===== src/design/pfa_pkg.sv =====
// ----------------------------------------------------------------------------
// pfa_pkg: shared definitions for the partition fit allocator
// Table geometry, field widths, command codes, fit strategies and
// configuration register indexes.
// ----------------------------------------------------------------------------
package pfa_pkg;

   localparam int NUM_BLOCKS = 16;
   localparam int SIZE_BITS  = 16;

   localparam int INDEX_BITS = (NUM_BLOCKS > 1) ? $clog2(NUM_BLOCKS) : 1;
   localparam int COUNT_BITS = $clog2(NUM_BLOCKS + 1);

   localparam int OPCODE_BITS    = 2;
   localparam int BLK_INDEX_BITS = 4;
   localparam int REQ_SIZE_BITS  = 16;
   localparam int BLK_NUM_BITS   = 4;

   localparam int STRATEGY_BITS  = 2;
   localparam int IN_USE_BITS    = 5;
   localparam int CSR_DATA_BITS  = 5;
   localparam int CSR_INDEX_BITS = 1;

   typedef enum logic [OPCODE_BITS-1:0] {
      OP_LOAD  = 2'd0,
      OP_ALLOC = 2'd1,
      OP_FREE  = 2'd2
   } opcode_type;

   typedef enum logic [STRATEGY_BITS-1:0] {
      STRAT_FIRST = 2'd0,
      STRAT_BEST  = 2'd1,
      STRAT_WORST = 2'd2
   } strategy_type;

   localparam logic [CSR_INDEX_BITS-1:0] CSR_STRATEGY      = 1'd0;
   localparam logic [CSR_INDEX_BITS-1:0] CSR_BLOCKS_IN_USE = 1'd1;

endpackage


===== src/design/partition_fit_allocator.sv =====
// ----------------------------------------------------------------------------
// partition_fit_allocator: fixed-partition allocator, first/best/worst fit
// Load and free beats answer one cycle after acceptance; busy stays low.
// An allocate beat holds busy while it scans N = blocks_in_use capped at 16
// size-table entries: one size-table read and compare per cycle, the taken mark at the
// end; its result beat appears in the same cycle that busy drops. Results cannot be
// stalled. Synchronous reset frees every block and clears strategy and
// blocks_in_use; the size table holds no value until loaded.
// ----------------------------------------------------------------------------
module partition_fit_allocator (
   input  logic                                  clock,
   input  logic                                  reset,
   input  logic                                  start,
   output logic                                  busy,
   input  logic [pfa_pkg::OPCODE_BITS-1:0]       req_opcode,
   input  logic [pfa_pkg::BLK_INDEX_BITS-1:0]    req_block_index,
   input  logic [pfa_pkg::REQ_SIZE_BITS-1:0]     req_size_value,
   output logic                                  rsp_strobe,
   output logic                                  rsp_granted,
   output logic [pfa_pkg::BLK_NUM_BITS-1:0]      rsp_block_number,
   input  logic                                  csr_write_enable,
   input  logic [pfa_pkg::CSR_INDEX_BITS-1:0]    csr_index,
   input  logic [pfa_pkg::CSR_DATA_BITS-1:0]     csr_write_data
);

   import pfa_pkg::*;

   typedef enum logic {
      ST_IDLE,
      ST_SCAN
   } state_type;

   state_type               state_ff, state_in;
   logic [COUNT_BITS-1:0]   addr_ff, addr_in;
   logic [COUNT_BITS-1:0]   limit_ff, limit_in;
   logic                    rd_valid_ff, rd_valid_in;
   logic [INDEX_BITS-1:0]   rd_idx_ff, rd_idx_in;
   logic                    found_ff, found_in;
   logic [INDEX_BITS-1:0]   pick_ff, pick_in;
   logic [SIZE_BITS-1:0]    best_ff, best_in;
   logic [SIZE_BITS-1:0]    request_ff, request_in;
   logic [NUM_BLOCKS-1:0]   taken_ff, taken_in;
   logic                    rsp_strobe_ff, rsp_strobe_in;
   logic                    rsp_granted_ff, rsp_granted_in;
   logic [BLK_NUM_BITS-1:0] rsp_block_ff, rsp_block_in;

   logic [STRATEGY_BITS-1:0] strategy_ff;
   logic [IN_USE_BITS-1:0]   in_use_ff;

   logic                  accept;
   logic                  issue;
   logic                  ram_wr_en;
   logic [SIZE_BITS-1:0]  ram_rd_data;
   logic [COUNT_BITS-1:0] limit_cfg;
   logic                  fits;
   logic                  better;
   logic                  found_nx;
   logic [INDEX_BITS-1:0] pick_nx;
   logic [SIZE_BITS-1:0]  best_nx;

   pfa_ram #(
      .WIDTH (SIZE_BITS),
      .DEPTH (NUM_BLOCKS)
   ) u_size_ram (
      .clock   (clock),
      .wr_en   (ram_wr_en),
      .wr_addr (INDEX_BITS'(req_block_index)),
      .wr_data (SIZE_BITS'(req_size_value)),
      .rd_en   (issue),
      .rd_addr (addr_ff[INDEX_BITS-1:0]),
      .rd_data (ram_rd_data)
   );

   always_ff @(posedge clock) begin
      if (reset) begin
         strategy_ff <= '0;
         in_use_ff   <= '0;
      end else if (csr_write_enable) begin
         case (csr_index)
            CSR_STRATEGY:      strategy_ff <= csr_write_data[STRATEGY_BITS-1:0];
            CSR_BLOCKS_IN_USE: in_use_ff   <= csr_write_data[IN_USE_BITS-1:0];
            default: ;
         endcase
      end
   end

   assign accept = start & ~busy;
   assign issue  = (state_ff == ST_SCAN) && (addr_ff < limit_ff);

   always_comb begin
      if (32'(in_use_ff) > NUM_BLOCKS) begin
         limit_cfg = COUNT_BITS'(NUM_BLOCKS);
      end else begin
         limit_cfg = COUNT_BITS'(in_use_ff);
      end
   end

   always_comb begin
      fits   = rd_valid_ff && !taken_ff[rd_idx_ff] && (ram_rd_data >= request_ff);
      better = !found_ff
               || ((strategy_ff == STRAT_BEST)  && (ram_rd_data < best_ff))
               || ((strategy_ff == STRAT_WORST) && (ram_rd_data > best_ff));
      if (fits && better) begin
         found_nx = 1'b1;
         pick_nx  = rd_idx_ff;
         best_nx  = ram_rd_data;
      end else begin
         found_nx = found_ff;
         pick_nx  = pick_ff;
         best_nx  = best_ff;
      end
   end

   always_comb begin
      state_in       = state_ff;
      addr_in        = addr_ff;
      limit_in       = limit_ff;
      rd_valid_in    = 1'b0;
      rd_idx_in      = rd_idx_ff;
      found_in       = found_ff;
      pick_in        = pick_ff;
      best_in        = best_ff;
      request_in     = request_ff;
      taken_in       = taken_ff;
      rsp_strobe_in  = 1'b0;
      rsp_granted_in = 1'b0;
      rsp_block_in   = '0;
      ram_wr_en      = 1'b0;

      case (state_ff)
         ST_IDLE: begin
            if (accept) begin
               case (req_opcode)
                  OP_LOAD: begin
                     ram_wr_en     = 32'(req_block_index) < NUM_BLOCKS;
                     rsp_strobe_in = 1'b1;
                  end
                  OP_ALLOC: begin
                     state_in   = ST_SCAN;
                     addr_in    = '0;
                     limit_in   = limit_cfg;
                     found_in   = 1'b0;
                     pick_in    = '0;
                     best_in    = '0;
                     request_in = SIZE_BITS'(req_size_value);
                  end
                  OP_FREE: begin
                     taken_in      = '0;
                     rsp_strobe_in = 1'b1;
                  end
                  default: begin
                     rsp_strobe_in = 1'b1;
                  end
               endcase
            end
         end
         ST_SCAN: begin
            rd_valid_in = issue;
            rd_idx_in   = addr_ff[INDEX_BITS-1:0];
            found_in    = found_nx;
            pick_in     = pick_nx;
            best_in     = best_nx;
            if (issue) begin
               addr_in = COUNT_BITS'(addr_ff + 1'b1);
            end else begin
               state_in       = ST_IDLE;
               rsp_strobe_in  = 1'b1;
               rsp_granted_in = found_nx;
               if (found_nx) begin
                  rsp_block_in      = BLK_NUM_BITS'(pick_nx);
                  taken_in[pick_nx] = 1'b1;
               end
            end
         end
         default: begin
            state_in = ST_IDLE;
         end
      endcase
   end

   always_ff @(posedge clock) begin
      if (reset) begin
         state_ff       <= ST_IDLE;
         addr_ff        <= '0;
         limit_ff       <= '0;
         rd_valid_ff    <= 1'b0;
         rd_idx_ff      <= '0;
         found_ff       <= 1'b0;
         pick_ff        <= '0;
         taken_ff       <= '0;
         rsp_strobe_ff  <= 1'b0;
         rsp_granted_ff <= 1'b0;
         rsp_block_ff   <= '0;
      end else begin
         state_ff       <= state_in;
         addr_ff        <= addr_in;
         limit_ff       <= limit_in;
         rd_valid_ff    <= rd_valid_in;
         rd_idx_ff      <= rd_idx_in;
         found_ff       <= found_in;
         pick_ff        <= pick_in;
         taken_ff       <= taken_in;
         rsp_strobe_ff  <= rsp_strobe_in;
         rsp_granted_ff <= rsp_granted_in;
         rsp_block_ff   <= rsp_block_in;
      end
      best_ff    <= best_in;
      request_ff <= request_in;
   end

   assign busy             = (state_ff != ST_IDLE);
   assign rsp_strobe       = rsp_strobe_ff;
   assign rsp_granted      = rsp_granted_ff;
   assign rsp_block_number = rsp_block_ff;

endmodule


===== src/design/pfa_ram.sv =====
// ----------------------------------------------------------------------------
// pfa_ram: generic single-port-write, single-port-read RAM
// One write and one read per cycle; read data registered.
// ----------------------------------------------------------------------------
module pfa_ram #(
   parameter int WIDTH = 16,
   parameter int DEPTH = 16,
   localparam int ADDR_BITS = (DEPTH > 1) ? $clog2(DEPTH) : 1
) (
   input  logic                 clock,
   input  logic                 wr_en,
   input  logic [ADDR_BITS-1:0] wr_addr,
   input  logic [WIDTH-1:0]     wr_data,
   input  logic                 rd_en,
   input  logic [ADDR_BITS-1:0] rd_addr,
   output logic [WIDTH-1:0]     rd_data
);

   logic [WIDTH-1:0] mem_ff [DEPTH];
   logic [WIDTH-1:0] rd_data_ff;

   always_ff @(posedge clock) begin
      if (wr_en) begin
         mem_ff[wr_addr] <= wr_data;
      end
      if (rd_en) begin
         rd_data_ff <= mem_ff[rd_addr];
      end
   end

   assign rd_data = rd_data_ff;

endmodule

===== config.mk =====
export PLATFORM = sky130hd
export DESIGN_NAME = partition_fit_allocator
export DESIGN_NICKNAME = d
export VERILOG_FILES = /design/src/design/pfa_pkg.sv /design/src/design/partition_fit_allocator.sv /design/src/design/pfa_ram.sv
export SDC_FILE = /design/constraint.sdc
export NUM_CORES = 1
export LEC_CHECK = 0
export BUFFER_PORTS_ARGS = -buffer_cell sky130_fd_sc_hd__buf_2
export CORE_ASPECT_RATIO = 0.75
export CORE_MARGIN = 4
export CORE_UTILIZATION = 40
export CTS_CLUSTER_DIAMETER = 50
export CTS_CLUSTER_SIZE = 16
export DETAILED_ROUTE_END_ITERATION = 16
export MAX_ROUTING_LAYER = met4
export PLACE_DENSITY = 0.66
export REMOVE_ABC_BUFFERS = 1
export SLEW_MARGIN = 20
export SYNTH_ARGS = -nofsm -noshare
export SYNTH_HDL_FRONTEND = slang
export SYNTH_SLANG_ARGS = --single-unit

===== constraint.sdc =====
create_clock -name clock -period 3.9 [get_ports clock]
set_input_delay 1.17 -clock clock [delete_from_list [all_inputs] [get_ports clock]]
set_output_delay 1.17 -clock clock [all_outputs]
set_load 0.02 [all_outputs]

==> results of run 1 <==
[sequential cells by signal (all words and copies together), names as in the netlist, 5 cells and up]
name	count
request_ff	16
limit_ff	5
u_size_ram.mem_ff	256
u_size_ram.rd_data	16
in_use_ff	5
addr_ff	5
taken_ff	16
best_ff	16
[cells in the mapped netlist (2+ instances only)]
| cell | count |
|---|---|
| mux2i_1 | 11 |
| nand3b_1 | 3 |
| a31oi_1 | 3 |
| buf_1 | 7 |
| buf_2 | 2 |
| nand4_1 | 4 |
| xor2_1 | 3 |
| and4_1 | 2 |
| nor3_1 | 10 |
| inv_1 | 40 |
| o21ai_0 | 13 |
| nor2_1 | 41 |
| nand3_1 | 10 |
| dfxtp_1 | 50 |
| edfxtp_1 | 304 |
| o31ai_1 | 12 |
| nor2b_1 | 5 |
| clkbuf_1 | 23 |
| and2_1 | 15 |
| nor4_1 | 2 |
| a2111oi_0 | 2 |
| or4_1 | 2 |
| ha_1 | 37 |
| nor3b_1 | 7 |
| a21o_1 | 5 |
| buf_4 | 2 |
| nand2b_1 | 8 |
| a21oi_1 | 28 |
| o41ai_1 | 3 |
| nand2_1 | 45 |
| o211ai_1 | 3 |
| o2111ai_1 | 2 |
| and3b_1 | 2 |
| mux4_2 | 84 |
[power by group through the flow]
stage               Clock (µW)  Sequential [µW]  Combinational, µW
detailed placement           0             4220                155
finish                    2790             4130                154
CTS                       2870             4130                155
global placement             0             4210                151
global route              3030             4130                173
floorplan                    0             4220               56.4
[layout by cell type (no fill, tap or decap), drive strengths merged, types with 5 or more instances in the layout]
master and instances:
a21o 5, a21oi 28, and2 15, buf 68, clkbuf 46, dfxtp 50, edfxtp 304, ha 37
inv 43, mux2i 11, mux4 84, nand2 45, nand2b 8, nand3 10, nor2 41, nor2b 5
nor3 11, nor3b 8, o21ai 14, o31ai 12
[through the flow]
step | power, µW | utilization [%] | worst slack (ns) | instance area [µm²]
floorplan | 4270 | - | -0.446 | 14200
CTS | 7150 | 46.1 | 0.833 | 16100
global route | 7330 | 46.1 | 0.475 | 16100
finish | 7070 | 46.1 | 0.813 | 16100
global placement | 4370 | 43.6 | 0.901 | 15300
detailed placement | 4370 | 43.6 | 0.839 | 15300
[cell type report]
class | instances | area [µm²]
clock inverter | 6 | 46.3
fill | 2978 | 18800
sequential | 354 | 10100
tap | 457 | 572
inverter | 41 | 154
timing repair buffer | 68 | 465
clock buffer | 46 | 845
multi-input combinational | 379 | 3930
[per-layer routing]
| metal | global-route usage (%) | part of all wire [%] | up-vias |
|---|---|---|---|
| met2 | 22.9 | 44 | 180 |
| li1 | - | - | 3314 |
| met5 | - | 0 | - |
| met1 | 24.5 | 49 | 3772 |
| met3 | 2.66 | 5.9 | 33 |
| met4 | 2.54 | 1.3 | 0 |
[final timing paths]
kind / endpoint / slack (ns) / cells past startpoint
max: taken_ff[14] / 0.81 / 9
min: taken_ff[11] / 0.45 / 2
max reg2reg: taken_ff[14] / 0.81 / 9
min reg2reg: taken_ff[11] / 0.45 / 2
[cell families after synthesis]
family / count (synthesis) / share of synthesized area (%)
AND/OR/NAND/NOR: 160 / 5.56
AO/OA/AOI/OAI: 83 / 3.99
adder cells (fa/ha/maj): 37 / 3.24
XOR/XNOR: 3 / 0.184
flip-flops: 354 / 70.8
buffers and inverters: 76 / 2.12
multiplexers: 96 / 14.1
[worst min-delay path: stages (launching register included)]
cell and delay [ns]:
dfxtp_1 0.33, nand2_1 0.05, o31ai_1 0.05
==> results.cfg, run 1 <==
[power]
power_frac_clock_pct = 39.4
p_leak_uw = 0.00524
irDropWorstVdd_mv = 0.401
p_sw_share_pct = 20.0
switching_power_uw = 1410
p_seq_share_pct = 58.4
internal_power_uw = 5660
power_frac_comb_pct = 2.2
p_per_area_nw_per_um2 = 438

[timing]
tightest_slew_ns = 0.705
period_share_pct = 79.2
hold_ws_ns = 0.454
hold_viol_final = 0
finalSetupTns_ns = 0
clock_skew_ns = 0.00826
setup-violations-final = 0
rsz0062_at_grt = false
min_period_ns = 3.09
relSlewSlack_pct = 52.9
slew_violations = 0
fmax_mhz = 324

[logic_synthesis]
synth_top_cell_by_area = edfxtp_1
async_reset_ff_share_pct = 0
ys_ff_latch = 354
synth_edf_count = 304
synthTopCellsByArea = edfxtp_1 (64%), mux4_2 (13%), dfxtp_1 (7.0%)
ys_types = 53
syn-mean-instance-area_um2 = 17.7
synth_warnings = 0
seq_area_frac_synth_pct = 70.8
syn-cell-area_um2 = 14300
synth_ff_type = edfxtp_1
synthCells = 809
synth_top_area_share_pct = 63.8

[cts]
numCtsBuffers = 28
clock_sinks = 354
root_buffer = clkbuf_16
cts_setup_buffers = 0
htreeDepth = 1
cts_resized = 0
cts_tree = yes
hold_buffers = 0
clock_path_buffers = 3
clk_latency_ns = 0.55
clkTransAtPathRegs_ns = 0.07

[flow_run]
max_cap_violations = 0

[setup_path]
critPathLaunchType = flip-flop
timing.rr.start = u_size_ram.rd_data[11]
crit_family = compound AO/OA/AOI/OAI gates
startpoint = u_size_ram.rd_data[11]
worstPathRequired_ns = 4.33
critPathArrivalTime_ns = 3.51
cp_cell_sequence = ha_1, and4_1, o211ai_1, or4_1, a31oi_4, o211ai_4, and3b_1, o21ai_0, o31ai_1
worst_path_max_delay_cell = or4_1
crit_buf_inv = 0
end_kind = flip-flop
path_class = flip-flop to flip-flop
worst-path-max-fanout = 23
max_stage_delay_ns = 0.48

[floorplan]
initial_core_util_pct = 40.9
die_w_um = 226
die_h_um = 172
ios = 39
die-area_um2 = 38900
rows = 59
core_area_um2 = 35000

[grt]
grt_pass1_wl_mm = 45.2
grt_overflow_total = 0
grt_pass1_vias = 7230
grt_use_total_pct = 15.9
grt_max_degree = 42
antenna_found_initial = 0

[finish]
stdcell_count = 1351
fin_nets = 941
drive_above_1_share_pct = 24.4
diodes = 0
area_delta_synth_final_pct = 12.9

[drt]
dr.first_iter.drc_count = 821
wl_per_cell_um = 21.7
dr.pass1.iters = 4
routed_via_density = 5.40
drc = 0
ant_nets = 0
finalWirelength_mm = 29.3
num_vias = 7299

[place]
portBuffers = 38
place.gp.congestion = 0.821
place_hpwl_mm = 18.2
dpl.cell_count = 1299

[run_status]
outcome = complete, no violations

[hold_path]
hp-class = flip-flop to flip-flop
min-delay-start = taken_ff[11]
Power figures use the tool's default switching activity.
==> run 2: changes to the inputs <==
==> constraint.sdc (replaced) <==
create_clock -name clock -period 2.5 [get_ports clock]
set_input_delay 0.75 -clock clock [delete_from_list [all_inputs] [get_ports clock]]
set_output_delay 0.75 -clock clock [all_outputs]
set_load 0.02 [all_outputs]
==> run 2 against run 1 <==
Effect of this change:
- the flow now finishes with violations (setup timing)
- final cell count is 3.0% higher
- final area is 4.4% higher
- via count is 4.0% higher
- sequential share of layout area is 2.7 points lower
- largest cell class unchanged
==> results.cfg, run 2 (synthesis results as in run 1) <==
[drt]
dr.first_iter.drc_count = 645
wl_per_cell_um = 22.2
finalWirelength_mm = 30.8
dr.pass1.iters = 4
num_vias = 7591
drc = 0
routed_via_density = 5.45
ant_nets = 0

[power]
p_leak_uw = 0.00550
power_uw = 11000
p_per_area_nw_per_um2 = 650
irDropWorstVdd_mv = 0.481

[grt]
grt_pass1_vias = 7647
grt_overflow_total = 0
grt_pass1_wl_mm = 47.0
antenna_found_initial = 1
grt_use_total_pct = 16.4
grt_max_degree = 69

[setup_path]
crit_buf_inv = 2
critPathLaunchType = flip-flop
cp_cell_sequence = ha_4, and4_4, o211ai_1, or4_4, a31oi_4, o211ai_4, buf_4, nor2_1, a31oi_1, buf_4, o41ai_2
end_kind = flip-flop
max_stage_delay_ns = 0.45
worstPathRequired_ns = 2.95
worst_path_max_delay_cell = edfxtp_1
worst-path-max-fanout = 6
path_class = flip-flop to flip-flop
crit_family = compound AO/OA/AOI/OAI gates
critPathArrivalTime_ns = 3.29
cp_common_cell = buf_4

[cts]
root_buffer = clkbuf_16
hold_buffers = 0
htreeDepth = 1
cts_tree = yes
clock_sinks = 354
clock_path_buffers = 3
clkTransAtPathRegs_ns = 0.07
numCtsBuffers = 29
clk_latency_ns = 0.55

[finish]
fin_nets = 992
regMostFlops = u_size_ram.mem_ff
drive_above_1_share_pct = 31.4
largest_reg_flops = 256
area_delta_synth_final_pct = 17.9
n_fill_cell = 2934
final_cell_mix = edfxtp_1 (304), mux4_2 (84), buf_4 (58)
final_common_cell = edfxtp_1

[timing]
fin_ws_ns = -0.339
hold_viol_final = 0
clock_skew_ns = 0.0116
hold_ws_ns = 0.444
fmax_mhz = 352
tightest_slew_ns = 0.609
min_period_ns = 2.84
relSlewSlack_pct = 59.3
period_share_pct = 114
rsz0062_at_grt = true
setup-violations-final = 41
slew_violations = 0

[run_status]
outcome = complete, but fails checks
violations = setup timing

[floorplan]
rows = 59
initial_core_util_pct = 40.9
die-area_um2 = 38900
die_w_um = 226
die_h_um = 172
ios = 39
core_area_um2 = 35000

[place]
place.gp.congestion = 0.795
place_hpwl_mm = 19.4
portBuffers = 38

[flow_run]
max_cap_violations = 0

[hold_path]
hp-class = input pin to flip-flop
==> run 2: power by group <==
part	leakage, µW	internal, µW	switching (µW)
clock	0.000398	2210	2030
sequential	0.00316	6430	13.1
combinational	0.00195	85.7	184
==> run 2: worst paths after layout <==
check,from,end,slack (ns),depth (start not counted)
max,u_size_ram.rd_data[9],taken_ff[12],-0.34,11
min,csr_write_data[4],in_use_ff[4],0.44,3
max reg2reg,u_size_ram.rd_data[9],taken_ff[12],-0.34,11
min reg2reg,taken_ff[13],taken_ff[13],0.45,2
==> run 2: layer usage <==
layer	track usage, %	part of all wire (%)	up-vias
li1	-	-	3412
met1	24.3	46	3911
met2	24.9	46	231
met3	2.44	6.6	37
met4	2.57	1.6	0
met5	-	0	-
==> run 2: area by class of cell <==
| type | instances | area [µm²] | share of cell area, % |
|---|---|---|---|
| clock inverter | 12 | 109 | 0.646 |
| timing repair buffer | 117 | 1020 | 6.05 |
| clock buffer | 30 | 729 | 4.33 |
| multi-input combinational | 380 | 4140 | 24.5 |
| antenna | 1 | 2.50 | 0.0148 |
| sequential | 354 | 10100 | 60.1 |
| inverter | 41 | 154 | 0.913 |
| tap | 457 | 572 | 3.39 |
==> run 2: stage by stage <==
step           instance area (µm²)  setup slack, ns  utilization, %  TNS, ns  instances
2_1_floorplan                14200            -1.85               -  -133.30        774
3_3_place_gp                 15800           -0.391            45.1   -12.96       1344
3_5_place_dp                 15800           -0.501            45.1   -15.95       1344
4_1_cts                      16800           -0.305            48.0    -8.80       1390
5_1_grt                      16900           -0.454            48.2   -14.28       1392
6_report                     16900           -0.339            48.2   -10.30       1392
==> run 2: worst register-to-register path: stages, from the launching register on <==
cell and delay, ns:
edfxtp_1 0.45, ha_4 0.30, and4_4 0.26, o211ai_1 0.10, or4_4 0.44, a31oi_4 0.26
o211ai_4 0.16, buf_4 0.19, nor2_1 0.10, a31oi_1 0.05, buf_4 0.17, o41ai_2 0.26
==> run 2: repair_timing <==
action,CTS,global route
setup endpoints to repair,41,41
buffers inserted,3,0
resized for setup,28,12
pin swaps,4,4
gates cloned,1,1
==> run 3: changes to the inputs <==
--- a/config.mk
+++ b/config.mk
@@ -15,7 +15,6 @@
 export MAX_ROUTING_LAYER = met4
 export PLACE_DENSITY = 0.66
 export REMOVE_ABC_BUFFERS = 1
-export SLEW_MARGIN = 20
 export SYNTH_ARGS = -nofsm -noshare
 export SYNTH_HDL_FRONTEND = slang
 export SYNTH_SLANG_ARGS = --single-unit
==> constraint.sdc (replaced) <==
create_clock -name clock -period 2.5 [get_ports clock]
set_input_delay 0.75 -clock clock [delete_from_list [all_inputs] [get_ports clock]]
set_output_delay 0.75 -clock clock [all_outputs]
set_load 0.05 [all_outputs]
==> run 3 against run 2 <==
Effect of this change:
- the flow still finishes with violations (setup timing)
- critical path type unchanged
- routed wire length decreased by 1.9%
- setup slack better by 0.013 ns
- worst hold slack got worse by 0.0017 ns
- sequential power barely moved
- register-to-register slack hardly changed
- largest cell class unchanged
- sequential cell count is the same
- fmax increased by 0.47%
==> results.cfg, run 3 (synthesis results as in run 1) <==
[run_status]
outcome = complete, but fails checks
violations = setup timing

[place]
place.gp.congestion = 0.809
portBuffers = 38
place_area_um2 = 15700
dp_slack_ns = -0.444
place_hpwl_mm = 19.4
dpl.cell_count = 1344

[power]
irDropWorstVdd_mv = 0.625
switching_power_uw = 2220
p_per_area_nw_per_um2 = 650
p_leak_uw = 0.00550
p_seq_share_pct = 58.8
p_sw_share_pct = 20.3
power_frac_clock_pct = 38.7
internal_power_uw = 8740
power_frac_comb_pct = 2.5

[timing]
clock_skew_ns = 0.00980
period_share_pct = 113
rsz0062_at_grt = true
slew_violations = 0
setup-violations-final = 40
min_period_ns = 2.83
hold_viol_final = 0
relSlewSlack_pct = 65.3
fin_ws_ns = -0.326
tightest_slew_ns = 0.520
fmax_mhz = 354

[finish]
final_cell_mix = edfxtp_1 (304), mux4_2 (84), buf_4 (56)
multi_input_area_um2 = 4160
largest_reg_flops = 256
area_delta_synth_final_pct = 17.9
post-route-util_pct = 48.2
stdcell_area_um2 = 16900
regMostFlops = u_size_ram.mem_ff
stdcell_count = 1393
drive_above_1_share_pct = 31.8
fin_nets = 990
final_common_cell = edfxtp_1
seqCellArea_um2 = 10100
n_fill_cell = 2914

[cts]
htreeDepth = 1
hold_buffers = 0
clock_sinks = 354
clkTransAtPathRegs_ns = 0.07
clock_path_buffers = 3
cts_tree = yes
numCtsBuffers = 29
root_buffer = clkbuf_16
clk_latency_ns = 0.56

[drt]
dr.pass1.iters = 5
wl_per_cell_um = 21.7
ant_nets = 0
drc = 0
finalWirelength_mm = 30.3
routed_via_density = 5.35
num_vias = 7450
dr.first_iter.drc_count = 592

[setup_path]
crit_family = compound AO/OA/AOI/OAI gates
worstPathRequired_ns = 2.97
worst-path-max-fanout = 7
cp_cell_sequence = ha_1, nand4_1, nor2_1, a221o_1, or4_4, o211ai_4, buf_6, a32oi_2, buf_4, o31ai_1
crit_buf_inv = 2
end_kind = flip-flop
critPathLaunchType = flip-flop
critPathArrivalTime_ns = 3.30
max_stage_delay_ns = 0.53
path_class = flip-flop to flip-flop
worst_path_max_delay_cell = or4_4

[floorplan]
rows = 59
ios = 39
die_w_um = 226
die-area_um2 = 38900
core_area_um2 = 35000
initial_core_util_pct = 40.9
die_h_um = 172

[grt]
grt_use_total_pct = 16.4
grt_max_degree = 69
grt_overflow_total = 0
grt_pass1_wl_mm = 46.7
grt_pass1_vias = 7589
antenna_found_initial = 2

[flow_run]
max_cap_violations = 0

[hold_path]
hp-class = input pin to flip-flop
-- run 3: layout make-up --
class / instances / share of cell area (%)
clock inverter: 12 / 0.623
clock buffer: 32 / 4.37
multi-input combinational: 379 / 24.7
sequential: 354 / 60.1
antenna: 2 / 0.0297
inverter: 41 / 0.913
tap: 457 / 3.39
timing repair buffer: 116 / 5.92
-- run 3: timing repair --
item	4_1_cts	5_1_grt
setup buffers	4	2
pin swaps	16	3
resized for setup	40	11
setup endpoints to repair	41	41
-- run 3: metrics by stage --
step	power [µW]	hold slack [ns]	setup TNS, ns
global route	11300	0.426	-14.69
CTS	11100	0.413	-9.50
floorplan	6670	0.414	-143.30
global placement	6830	0.428	-12.47
detailed placement	6840	0.438	-14.46
finish	11000	0.443	-10.17
-- run 3: final timing paths --
| path | from | endpoint | slack, ns | cells past startpoint |
|---|---|---|---|---|
| worst max-delay path | u_size_ram.rd_data[15] | taken_ff[5] | -0.33 | 10 |
| worst max register to register | u_size_ram.rd_data[15] | taken_ff[5] | -0.33 | 10 |
| worst min register to register | limit_ff[4] | limit_ff[4] | 0.46 | 2 |
| worst min-delay path | csr_write_data[4] | in_use_ff[4] | 0.44 | 3 |
-- run 3: power groups by stage --
stage	registers [µW]	logic [µW]	clock network (µW)
4_1_cts	6440	269	4340
3_3_place_gp	6570	254	0
2_1_floorplan	6580	88.0	0
3_5_place_dp	6580	261	0
5_1_grt	6440	300	4600
6_report	6440	269	4250
-- run 3: per-layer routing --
metal  part of all wire, %  vias to the layer above  track usage [%]
met5                     0                        -                -
met3                   6.7                       41             3.77
met4                   1.5                        0             2.57
li1                      -                     3412                -
met1                    47                     3817             23.9
met2                    45                      180             24.2
-- run 3: worst reg2reg max path: stages, from the launching register on --
cell and delay (ns):
edfxtp_1 0.49, ha_1 0.34, nand4_1 0.16, nor2_1 0.07, a221o_1 0.32, or4_4 0.53, o211ai_4 0.16, buf_6 0.21
a32oi_2 0.10, buf_4 0.17, o31ai_1 0.21
